File: config.mk
export PLATFORM = sky130hd
export DESIGN_NAME = langford_random_walk_estimator_flat
export DESIGN_NICKNAME = d
export VERILOG_FILES = /design/src/sv/lrw_pkg.sv /design/src/sv/lrw_if.sv /design/src/sv/lrw_ctrl.sv /design/src/sv/lrw_dp.sv /design/src/sv/langford_random_walk_estimator.sv /design/src/flat_wrapper.sv
export SDC_FILE = /design/constraint.sdc
export NUM_CORES = 1
export LEC_CHECK = 0
export BUFFER_PORTS_ARGS = -buffer_cell sky130_fd_sc_hd__buf_2
export CAP_MARGIN = 20
export CELL_PAD_IN_SITES_DETAIL_PLACEMENT = 1
export CELL_PAD_IN_SITES_GLOBAL_PLACEMENT = 2
export CORE_MARGIN = 4
export CORE_UTILIZATION = 39
export CTS_BUF_LIST = sky130_fd_sc_hd__clkbuf_2
export DETAILED_ROUTE_END_ITERATION = 7
export PLACE_DENSITY_LB_ADDON = 0.3
export SYNTH_ARGS = -nofsm -noshare
export SYNTH_HDL_FRONTEND = slang
export SYNTH_SLANG_ARGS = --single-unit
File: constraint.sdc
create_clock -name clock -period 12.2 [get_ports clock]
set_input_delay 1.22 -clock clock [delete_from_list [all_inputs] [get_ports clock]]
set_output_delay 1.22 -clock clock [all_outputs]
set_load 0.01 [all_outputs]
File: src/sv/lrw_pkg.sv
// Shared types and constants for the Langford random walk estimator.
// No dependencies.
`default_nettype none
package lrw_pkg;
   localparam int unsigned MAX_ORDER_DEF = 32;
   localparam logic [5:0] RESET_ORDER = 6'd31;
   localparam logic [63:0] RESET_SEED = 64'd88172645463325252;
   localparam logic [0:0] CSR_ORDER = 1'b0;
   localparam logic [0:0] CSR_SEED = 1'b1;

   typedef enum logic [2:0] {
      ST_IDLE, ST_SCAN, ST_DECIDE, ST_MOD, ST_FIND, ST_OUT
   } state_type;

   typedef struct packed {
      logic start;
      logic scan_en;
      logic mod_start;
      logic find_en;
      logic place;
   } cmd_type;

   typedef struct packed {
      logic scan_done;
      logic best_zero;
      logic mod_done;
      logic find_done;
      logic walk_done;
   } sts_type;
endpackage
`default_nettype wire

File: src/sv/lrw_if.sv
// Valid/ready channel interfaces for the walk estimator.
// Depends on nothing; payload widths are fixed.
`default_nettype none
interface lrw_req_if;
   logic valid;
   logic ready;
   logic start_req;
   modport source (output valid, output start_req, input ready);
   modport sink (input valid, input start_req, output ready);
endinterface

interface lrw_rsp_if;
   logic valid;
   logic ready;
   logic [5:0] value_placed;
   logic [5:0] position;
   logic [5:0] branch_count;
   logic dead_end;
   logic last;
   modport source (output valid, output value_placed, output position,
                   output branch_count, output dead_end, output last, input ready);
   modport sink (input valid, input value_placed, input position,
                 input branch_count, input dead_end, input last, output ready);
endinterface

interface lrw_csr_if;
   logic valid;
   logic ready;
   logic index;
   logic [63:0] data;
   modport source (output valid, output index, output data, input ready);
   modport sink (input valid, input index, input data, output ready);
endinterface
`default_nettype wire

File: src/sv/lrw_ctrl.sv
// Walk sequencer: steps scan, modulo, pair search and result transfer.
// Depends on lrw_pkg.
`default_nettype none
module lrw_ctrl (
   input  wire logic clock,
   input  wire logic reset,
   input  wire logic req_fire,
   input  wire logic rsp_fire,
   input  wire lrw_pkg::sts_type sts,
   output lrw_pkg::cmd_type cmd,
   output logic busy,
   output logic out_valid
);
   lrw_pkg::state_type state_ff, state_in;
   logic dead_ff, dead_in;

   always_ff @(posedge clock) begin
      if (reset) begin
         state_ff <= lrw_pkg::ST_IDLE;
         dead_ff <= 1'b0;
      end else begin
         state_ff <= state_in;
         dead_ff <= dead_in;
      end
   end

   always_comb begin
      state_in = state_ff;
      dead_in = dead_ff;
      cmd = '0;
      out_valid = 1'b0;
      busy = (state_ff != lrw_pkg::ST_IDLE);
      case (state_ff)
         lrw_pkg::ST_IDLE: begin
            if (req_fire) begin
               cmd.start = 1'b1;
               state_in = lrw_pkg::ST_SCAN;
            end
         end
         lrw_pkg::ST_SCAN: begin
            cmd.scan_en = 1'b1;
            if (sts.scan_done) state_in = lrw_pkg::ST_DECIDE;
         end
         lrw_pkg::ST_DECIDE: begin
            if (sts.best_zero) begin
               dead_in = 1'b1;
               state_in = lrw_pkg::ST_OUT;
            end else begin
               dead_in = 1'b0;
               cmd.mod_start = 1'b1;
               state_in = lrw_pkg::ST_MOD;
            end
         end
         lrw_pkg::ST_MOD: begin
            if (sts.mod_done) state_in = lrw_pkg::ST_FIND;
         end
         lrw_pkg::ST_FIND: begin
            cmd.find_en = 1'b1;
            if (sts.find_done) state_in = lrw_pkg::ST_OUT;
         end
         lrw_pkg::ST_OUT: begin
            out_valid = 1'b1;
            if (rsp_fire) begin
               if (dead_ff) begin
                  state_in = lrw_pkg::ST_IDLE;
               end else begin
                  cmd.place = 1'b1;
                  state_in = sts.walk_done ? lrw_pkg::ST_IDLE : lrw_pkg::ST_SCAN;
               end
            end
         end
         default: state_in = lrw_pkg::ST_IDLE;
      endcase
   end
endmodule
`default_nettype wire

File: src/sv/lrw_dp.sv
// Walk datapath: occupancy, value scan, xorshift, restoring modulo, pair search.
// Depends on lrw_pkg.
`default_nettype none
module lrw_dp #(
   parameter int unsigned MAX_ORDER = lrw_pkg::MAX_ORDER_DEF
) (
   input  wire logic clock,
   input  wire logic reset,
   input  wire lrw_pkg::cmd_type cmd,
   output lrw_pkg::sts_type sts,
   input  wire logic csr_fire,
   input  wire logic csr_index,
   input  wire logic [63:0] csr_data,
   output logic [5:0] value_placed,
   output logic [5:0] position,
   output logic [5:0] branch_count,
   output logic dead_end_flag,
   output logic last_flag
);
   localparam int unsigned SLOTS = 2 * MAX_ORDER;
   localparam logic [5:0] MAX_N = 6'(MAX_ORDER);

   logic [5:0] order_ff;
   logic [63:0] prng_ff;
   logic [SLOTS-1:0] occ_ff;
   logic [MAX_ORDER-1:0] used_ff;
   logic [5:0] n_ff, left_ff;
   logic [5:0] v_ff, p_ff, cnt_ff;
   logic [5:0] best_v_ff, best_c_ff;
   logic have_ff, scan_done_ff;
   logic [5:0] pick_ff, seen_ff, chosen_ff;
   logic find_done_ff;
   logic [63:0] rem_ff, quo_ff;
   logic [6:0] mbit_ff;
   logic mod_busy_ff;

   logic [5:0] n_eff;
   logic [6:0] p2;
   logic pair_ok, pair_free;
   logic [63:0] x1, x2, x3;
   logic [64:0] rsh;
   logic [63:0] rem_sh;
   logic [5:0] cur_v;

   always_comb begin
      n_eff = order_ff;
      if (order_ff < 6'd2) n_eff = 6'd2;
      if (order_ff > MAX_N) n_eff = MAX_N;
   end

   // second slot of pair at p_ff for the value under test
   assign cur_v = cmd.find_en ? best_v_ff : v_ff;
   assign p2 = 7'(p_ff) + 7'(cur_v) + 7'd1;
   assign pair_ok = (p2 < 7'(2 * n_ff));
   assign pair_free = pair_ok && !occ_ff[p_ff[$clog2(SLOTS)-1:0]]
                      && !occ_ff[p2[$clog2(SLOTS)-1:0]];

   assign x1 = prng_ff ^ (prng_ff << 13);
   assign x2 = x1 ^ (x1 >> 7);
   assign x3 = x2 ^ (x2 << 17);

   assign rem_sh = {rem_ff[62:0], quo_ff[63]};
   assign rsh = {1'b0, rem_sh} - {59'd0, best_c_ff};

   always_ff @(posedge clock) begin
      if (reset) begin
         order_ff <= lrw_pkg::RESET_ORDER;
         prng_ff <= lrw_pkg::RESET_SEED;
         occ_ff <= '0;
         used_ff <= '0;
         left_ff <= 6'd0;
         scan_done_ff <= 1'b0;
         find_done_ff <= 1'b0;
         mod_busy_ff <= 1'b0;
      end else begin
         scan_done_ff <= 1'b0;
         find_done_ff <= 1'b0;
         if (csr_fire) begin
            if (csr_index == lrw_pkg::CSR_ORDER) order_ff <= csr_data[5:0];
            else prng_ff <= (csr_data != 64'd0) ? csr_data : lrw_pkg::RESET_SEED;
         end
         if (cmd.start) begin
            n_ff <= n_eff;
            left_ff <= n_eff;
            occ_ff <= '0;
            used_ff <= '0;
            v_ff <= 6'd1;
            p_ff <= 6'd0;
            cnt_ff <= 6'd0;
            have_ff <= 1'b0;
         end
         // one (value, position) check per cycle
         if (cmd.scan_en && !scan_done_ff) begin
            if (v_ff > n_ff) begin
               scan_done_ff <= 1'b1;
            end else if (used_ff[5'(v_ff - 6'd1)]) begin
               v_ff <= v_ff + 6'd1;
            end else if (pair_ok) begin
               p_ff <= p_ff + 6'd1;
               if (pair_free) cnt_ff <= cnt_ff + 6'd1;
            end else begin
               p_ff <= 6'd0;
               cnt_ff <= 6'd0;
               v_ff <= v_ff + 6'd1;
               if (!have_ff || cnt_ff < best_c_ff) begin
                  have_ff <= 1'b1;
                  best_c_ff <= cnt_ff;
                  best_v_ff <= v_ff;
                  if (cnt_ff == 6'd0) scan_done_ff <= 1'b1;
               end
            end
         end
         if (cmd.mod_start) begin
            prng_ff <= x3;
            quo_ff <= x3;
            rem_ff <= '0;
            mbit_ff <= 7'd64;
            mod_busy_ff <= 1'b1;
            p_ff <= 6'd0;
            seen_ff <= 6'd0;
         end else if (mod_busy_ff) begin
            if (mbit_ff == 7'd0) begin
               mod_busy_ff <= 1'b0;
               pick_ff <= rem_ff[5:0];
            end else begin
               quo_ff <= {quo_ff[62:0], 1'b0};
               rem_ff <= rsh[64] ? rem_sh : rsh[63:0];
               mbit_ff <= mbit_ff - 7'd1;
            end
         end
         if (cmd.find_en && !find_done_ff) begin
            if (pair_free) begin
               if (seen_ff == pick_ff) begin
                  chosen_ff <= p_ff;
                  find_done_ff <= 1'b1;
               end else begin
                  seen_ff <= seen_ff + 6'd1;
                  p_ff <= p_ff + 6'd1;
               end
            end else begin
               p_ff <= p_ff + 6'd1;
            end
         end
         if (cmd.place) begin
            occ_ff[chosen_ff[$clog2(SLOTS)-1:0]] <= 1'b1;
            occ_ff[$clog2(SLOTS)'(chosen_ff + best_v_ff + 6'd1)] <= 1'b1;
            used_ff[5'(best_v_ff - 6'd1)] <= 1'b1;
            left_ff <= left_ff - 6'd1;
            v_ff <= 6'd1;
            p_ff <= 6'd0;
            cnt_ff <= 6'd0;
            have_ff <= 1'b0;
         end
      end
   end

   assign sts.scan_done = scan_done_ff;
   assign sts.best_zero = (best_c_ff == 6'd0);
   assign sts.mod_done = mod_busy_ff && (mbit_ff == 7'd0);
   assign sts.find_done = find_done_ff;
   assign sts.walk_done = (left_ff == 6'd1);

   always_comb begin
      if (best_c_ff == 6'd0) begin
         value_placed = 6'd0;
         position = 6'd0;
         branch_count = 6'd0;
         dead_end_flag = 1'b1;
         last_flag = 1'b1;
      end else begin
         value_placed = best_v_ff;
         position = chosen_ff;
         branch_count = best_c_ff;
         dead_end_flag = 1'b0;
         last_flag = (left_ff == 6'd1);
      end
   end
endmodule
`default_nettype wire

File: src/sv/langford_random_walk_estimator.sv
// Langford random walk estimator: one random root-to-leaf walk per request,
// one result transfer per level. Each level scans the (value, position)
// pairs of unplaced values one per cycle, stopping at a value with no free
// pair (a dead end), else it runs a 64-step restoring modulo and a position
// search. Requests are taken only when idle.
// Depends on lrw_pkg, lrw_if, lrw_ctrl and lrw_dp.
`default_nettype none
module langford_random_walk_estimator #(
   parameter int unsigned MAX_ORDER = lrw_pkg::MAX_ORDER_DEF
) (
   input wire logic clock,
   input wire logic reset,
   lrw_req_if.sink req,
   lrw_rsp_if.source rsp,
   lrw_csr_if.sink csr
);
   lrw_pkg::cmd_type cmd;
   lrw_pkg::sts_type sts;
   logic busy, out_valid, req_fire, rsp_fire;

   assign req.ready = !busy;
   assign req_fire = req.valid && req.ready && req.start_req;
   assign rsp.valid = out_valid;
   assign rsp_fire = rsp.valid && rsp.ready;
   assign csr.ready = 1'b1;

   lrw_ctrl u_ctrl (
      .clock(clock), .reset(reset), .req_fire(req_fire), .rsp_fire(rsp_fire),
      .sts(sts), .cmd(cmd), .busy(busy), .out_valid(out_valid)
   );

   lrw_dp #(.MAX_ORDER(MAX_ORDER)) u_dp (
      .clock(clock), .reset(reset), .cmd(cmd), .sts(sts),
      .csr_fire(csr.valid), .csr_index(csr.index), .csr_data(csr.data),
      .value_placed(rsp.value_placed), .position(rsp.position),
      .branch_count(rsp.branch_count), .dead_end_flag(rsp.dead_end),
      .last_flag(rsp.last)
   );
endmodule
`default_nettype wire

File: src/flat_wrapper.sv
// flat-port wrapper written by rule: the top's interface ports become plain ports
module langford_random_walk_estimator_flat 
#(
   parameter int unsigned MAX_ORDER = lrw_pkg::MAX_ORDER_DEF
)
  (clock, reset, req_valid, req_start_req, req_ready, rsp_valid, rsp_value_placed, rsp_position, rsp_branch_count, rsp_dead_end, rsp_last, rsp_ready, csr_valid, csr_index, csr_data, csr_ready);
  lrw_req_if req_i ();
  lrw_rsp_if rsp_i ();
  lrw_csr_if csr_i ();
  input wire logic clock;
  input wire logic reset;
  input wire logic [$bits(req_i.valid)-1:0] req_valid;
  input wire logic [$bits(req_i.start_req)-1:0] req_start_req;
  output wire logic [$bits(req_i.ready)-1:0] req_ready;
  output wire logic [$bits(rsp_i.valid)-1:0] rsp_valid;
  output wire logic [$bits(rsp_i.value_placed)-1:0] rsp_value_placed;
  output wire logic [$bits(rsp_i.position)-1:0] rsp_position;
  output wire logic [$bits(rsp_i.branch_count)-1:0] rsp_branch_count;
  output wire logic [$bits(rsp_i.dead_end)-1:0] rsp_dead_end;
  output wire logic [$bits(rsp_i.last)-1:0] rsp_last;
  input wire logic [$bits(rsp_i.ready)-1:0] rsp_ready;
  input wire logic [$bits(csr_i.valid)-1:0] csr_valid;
  input wire logic [$bits(csr_i.index)-1:0] csr_index;
  input wire logic [$bits(csr_i.data)-1:0] csr_data;
  output wire logic [$bits(csr_i.ready)-1:0] csr_ready;
  assign req_i.valid = req_valid;
  assign req_i.start_req = req_start_req;
  assign req_ready = req_i.ready;
  assign rsp_valid = rsp_i.valid;
  assign rsp_value_placed = rsp_i.value_placed;
  assign rsp_position = rsp_i.position;
  assign rsp_branch_count = rsp_i.branch_count;
  assign rsp_dead_end = rsp_i.dead_end;
  assign rsp_last = rsp_i.last;
  assign rsp_i.ready = rsp_ready;
  assign csr_i.valid = csr_valid;
  assign csr_i.index = csr_index;
  assign csr_i.data = csr_data;
  assign csr_ready = csr_i.ready;
  langford_random_walk_estimator #(.MAX_ORDER(MAX_ORDER)) u_core (.clock(clock), .reset(reset), .req(req_i), .rsp(rsp_i), .csr(csr_i));
endmodule
-- Word-level counts from Yosys, hierarchy flattened
Index checks and enable logic that the tools add are counted.
- output and inout port bits: 23
- input port bits: 71
- register bits: 368
- logic and storage cells: 214
- mux-type cells: 98
- $add $sub $neg: 13
- magnitude comparators: 14
- equality and inequality tests: 13
- reductions and logical operators: 38
- bitwise gates (word level): 15
- operator list (kind ; number):
    64-bit 2-to-1 mux ; 10
    6-bit 2-to-1 mux ; 32
    63-bit 2-to-1 mux ; 3
    64-bit OR ; 2
    64-bit bitwise XOR ; 2
    32-bit 2-to-1 mux ; 3
    64-bit by 6-bit subtractor with 65-bit output ; 1
    64-bit nonzero test ; 1
    64-bit by 57-bit bitwise XOR with 64-bit output ; 1
    1-bit 2-to-1 mux ; 35
    32-bit OR ; 1
    6-bit by 1-bit adder with 6-bit output (second input constant) ; 5
    6-bit by 7-bit less-than comparator with 1-bit output (second input constant) ; 4
    3-bit 2-to-1 mux ; 6
    3-bit case mux with 6 select lines ; 1
    7-bit 2-to-1 mux ; 2
    1-bit binary-select mux with 6-bit select ; 2
    1-bit demux with 6-bit select ; 2
    6-bit by 1-bit >= comparator with 1-bit output (second input constant) ; 2
    6-bit zero test ; 2
    5-bit by 6-bit less-than comparator with 1-bit output (second input constant) ; 2
    1-bit logical AND ; 11
    5-bit by 1-bit subtractor with 5-bit output (second input constant) ; 2
    1-bit NOT ; 9
    33 further kinds ; 50

-- Logic depth before layout (Yosys ltp)
- depth after elaboration: 14
- mapped depth: 20
- mapped depth without buffers: 18

-- Cells and area by module
A second synthesis with hierarchy kept.
- cell total of the unflattened synthesis: 2212
- area, all modules: 21214.1 sq um
- by module, submodules not included (module ; sequential area each (sq um) ; area each (sq um) ; cells each ; times used):
    lrw_dp ; 9178.8 ; 20848.7 ; 2167 ; 1
    lrw_ctrl ; 80.1 ; 335.3 ; 40 ; 1
    langford_random_walk_estimator ; 0.0 ; 30.0 ; 5 ; 1

-- Worst setup path before layout
OpenSTA, ideal clock, no wires.
- kind: input-to-reg
- start: input port reset
- end: register u_core.u_dp.mbit_ff[0] (enable)
- arrival: 8.224 ns
- setup slack: 3.305 ns
- stages: 4
- setup time: 0.671 ns
- path buffers: 3
- data required time: 11.529 ns
- cell sequence: clkbuf_1 > clkbuf_1 > clkbuf_1 > a21oi_1
- cells in the longest elaborated chain, start to end: 2
- RTL lines (item ; line ; RTL):
    start, declared ; flat_wrapper.sv:11 ; input wire logic reset;
    1-bit NOT (no source line) ; n/a ;
    3-bit AND reduction (no source line) ; n/a ;
    end signal, assigned ; lrw_dp.sv:128 ; mbit_ff <= mbit_ff - 7'd1;
    end, declared ; lrw_dp.sv:34 ; logic [6:0] mbit_ff;
Every way passes these cells.
A chain may end at the register's enable or synchronous reset.

-- Worst setup path in the final report
- start: register u_core.u_ctrl.state_ff[2]
- end: register u_core.u_dp.seen_ff[2], data pin
- cells in the longest elaborated chain, start to end: 11
- elaborated cells on any way between the ends: 18
- classes of those cells: 2 x add/sub; 1 x order compare; 2 x eq/ne; 9 x mux; 4 x reduce/logical
- RTL lines (item ; line ; RTL):
    start, declared ; lrw_ctrl.sv:14 ; lrw_pkg::state_type state_ff, state_in;
    start signal, assigned ; lrw_ctrl.sv:19 ; state_ff <= lrw_pkg::ST_IDLE;
    start signal, assigned ; lrw_ctrl.sv:22 ; state_ff <= state_in;
    3-bit equality test ; lrw_ctrl.sv:33 ; case (state_ff)
    1-bit 2-to-1 mux ; lrw_ctrl.sv:33 ;
    6-bit 2-to-1 mux ; lrw_dp.sv:52 ; assign cur_v = cmd.find_en ? best_v_ff : v_ff;
    6-bit by 6-bit adder with 7-bit output ; lrw_dp.sv:53 ; assign p2 = 7'(p_ff) + 7'(cur_v) + 7'd1;
    7-bit by 1-bit adder with 7-bit output ; lrw_dp.sv:53 ;
    1-bit binary-select mux with 6-bit select ; lrw_dp.sv:56 ; && !occ_ff[p2[$clog2(SLOTS)-1:0]];
    1-bit 2-to-1 mux (not written as such) ; lrw_dp.sv:56 ;
    1-bit zero test ; lrw_dp.sv:56 ;
    1-bit logical AND ; lrw_dp.sv:56 ;
    6-bit 2-to-1 mux ; lrw_dp.sv:132 ; if (pair_free) begin
    6-bit 2-to-1 mux * ; lrw_dp.sv:131 ; if (cmd.find_en && !find_done_ff) begin
    end signal, assigned ; lrw_dp.sv:137 ; seen_ff <= seen_ff + 6'd1;
    end, declared ; lrw_dp.sv:31 ; logic [5:0] pick_ff, seen_ff, chosen_ff;
Mark *: on every way between the ends. The rest lies on a longest branch, timed or not. The select of a mux whose other input is x is not followed.

==> results.cfg <==
[detailed_routing]
drt_iter0_drc = 1089
vias = 17530
avgViaCountPerCell = 5.80
drc = 0
ant_nets = 0
dr.pass1.iters = 5
routed_wl_mm = 66.1
wl_per_cell_um = 21.9

[synth]
yosys-top-cells-area = edfxtp_1 27%, dfxtp_1 17%, xnor2_1 7.1%
synth-edff-count = 189
synth_area_um2 = 20700
ys_types = 75
synth_ff_type = edfxtp_1
synth_area_per_cell_um2 = 9.65
seq_area_frac_synth_pct = 44.7
synth_seq_cells = 368
async_flop_share_pct = 0
synth_nets = 2265
yosys.area.top_type_share_pct = 27.4
synth_area_leader_cell = edfxtp_1
synth_warnings = 0
synthCells = 2148

[cts]
cts-root-buf = clkbuf_2
cts_resized = 0
numCtsBuffers = 107
cts_tree = done
clk_latency_ns = 1.11
clock_sinks = 368
path_clk_slew_ns = 0.10
holdBufCountCts = 0
cts_htree_levels = 3
post_cts_buffers = 0
cts.path.max_buffers = 3

[final_layout]
final_cells = 3022
final_layout_size_suffix_gt1_share_pct = 15.7
layout_common_cells = 314 x nor2_1, 218 x nand2_1, 189 x edfxtp_1, 179 x dfxtp_1, 167 x xnor2_1
syn_to_final_growth_pct = 9.75
layout.nets = 2357
post-route-util_pct = 43.3
final_common_cell = nor2_1

[setup_path]
critical_path.max_stage_delay_ns = 0.74
crit_buf_inv = 2
critPathTopFamily = compound AO/OA/AOI/OAI gates
crit_chain = nor3b_1 -> buf_2 -> nor2_1 -> a21oi_1 -> ha_1 -> inv_1 -> fa_1 -> xor2_4 -> ha_1 -> a21o_1 -> a21o_1 -> a21oi_1 -> o21a_1 -> o211ai_4 -> nand3b_1 -> o211ai_1 -> o31ai_1
cp_max_fo = 17
endpoint_kind = register
worstSetupPathType = register to register
cpMaxStageDelayCell = xor2_4
worstSetupStartpointType = register
crit_arrival_ns = 6.30
required_ns = 13.04

[timing]
min_period_ns = 5.47
fin_setup_tns_ns = 0
setup_viol = 0
hold_viol = 0
fin_crit_sh_pct = 44.8
rsz0062_at_grt = no
clock.fmax_mhz = 183
worstMarginPinSlew_ns = 1.11
fin_worst_skew_ns = 0.0782
relSlewSlack_pct = 26.2
maxSlewViolCount = 0

[floorplan]
die_x_um = 239
core.rowCount = 84
initial_utilization_pct = 39.4
core_area_um2 = 52600
die_h_um = 239
ios = 94
dieArea_um2 = 56900

[grt]
grt-ovfl-total = 0
track_usage_pct = 22.9
grt_pass1_wl_mm = 104
grt_pass1_vias = 18407
grt_antenna_before_repair = 1
grt_max_degree = 89

[placed_design]
finalWeightedCongestion = 0.854
dpl.hpwl_mm = 45.6
dp_cells = 2818
io_buffers = 92

[pwr]
p_per_area_nw_per_um2 = 138
p_leak_nw = 8.21
vdd_ir_drop_max_mv = 0.0552

[run]
cap_violations = 0

[run_status]
run_status = completed

[min_path]
worstHoldPathType = input pin to register
[cell families (layout without fill, tap and decap cells)]
logic type / Yosys count / after routing / synth area share [%]
simple gates: 836 / 836 / 18.8
compound gates: 408 / 408 / 13.7
flops: 368 / 368 / 44.7
xor+xnor: 236 / 236 / 10.1
buf+inv: 168 / 352 / 3.19
mux: 85 / 85 / 6.71
fa+ha+maj: 46 / 46 / 2.89
other cells: 1 / 3 / 0.0181
[metal layers]
layer	track usage, %	wire length [um]	vias up
li1	-	-	8088
met1	31.2	30000	8823
met2	36.7	30700	480
met3	3.95	3440	139
met4	8.76	2010	0
met5	0	0	-
[through the flow]
step           hold WS, ns  setup slack (ns)  total power, mW  cell area, um^2
2_1_floorplan        0.433              3.30             2.00            20700
3_3_place_gp         0.458              6.53             2.18            21700
3_5_place_dp         0.475              6.22             2.20            21700
4_1_cts              0.240              6.20             3.19            22700
5_1_grt              0.326              6.17             3.33            22700
6_report             0.411              6.73             3.15            22700
[cells in the mapped netlist, types with 43 or more instances]
library cell / n
nor3_1: 47
edfxtp_1: 189
xor2_1: 68
a22oi_1: 96
ha_1: 43
nand2_1: 219
dfxtp_1: 179
xnor2_1: 167
o22ai_1: 67
a21oi_1: 49
nor2_1: 314
o21ai_0: 57
nand3_1: 53
clkbuf_1: 105
[final timing paths]
| path | cells past startpoint | start | to | slack [ns] |
|---|---|---|---|---|
| max | 17 | u_core.u_ctrl.state_ff[2]$_SDFFE_PP0P_ | u_core.u_dp.seen_ff[2]$_DFFE_PN_ | 6.73 |
| min | 3 | csr_data[18] | u_core.u_dp.prng_ff[18]$_SDFFE_PP1P_ | 0.41 |
| max reg2reg | 17 | u_core.u_ctrl.state_ff[2]$_SDFFE_PP0P_ | u_core.u_dp.seen_ff[2]$_DFFE_PN_ | 6.73 |
| min reg2reg | 2 | u_core.u_dp.order_ff[0]$_SDFFE_PP1P_ | u_core.u_dp.order_ff[0]$_SDFFE_PP1P_ | 0.49 |
[sequential cells by signal, indices dropped and copies added (netlist names), 7 cells and up]
signal / flops
u_core.u_dp.used_ff: 32
u_core.u_dp.rem_ff: 63
u_core.u_dp.quo_ff: 64
u_core.u_dp.prng_ff: 64
u_core.u_dp.occ_ff: 64
u_core.u_dp.mbit_ff: 7
[worst register-to-register path, delay by kind of cell (launching register included)]
kind            cells  cell delay, ns
simple gates        3            0.89
buf+inv             2            0.35
compound gates      8            1.66
fa+ha+maj           3            1.07
flops               1            0.52
xor+xnor            1            0.74
[power by group]
group	internal (mW)	switching, mW
Combinational	0.301	0.436
Clock	0.390	0.578
Sequential	1.36	0.0815
[cell type report]
class                           count  area (um^2)
Inverter                           39          146
Tap cell                          688          861
Fill cell                        6085        29800
Multi-Input combinational cell   1612        10800
Antenna cell                        2         5.00
Clock inverter                     46          243
Sequential cell                   368         9260
Clock buffer                      155          776
Timing Repair Buffer              112          611
Note: power is estimated with default switching activity, not from simulation.
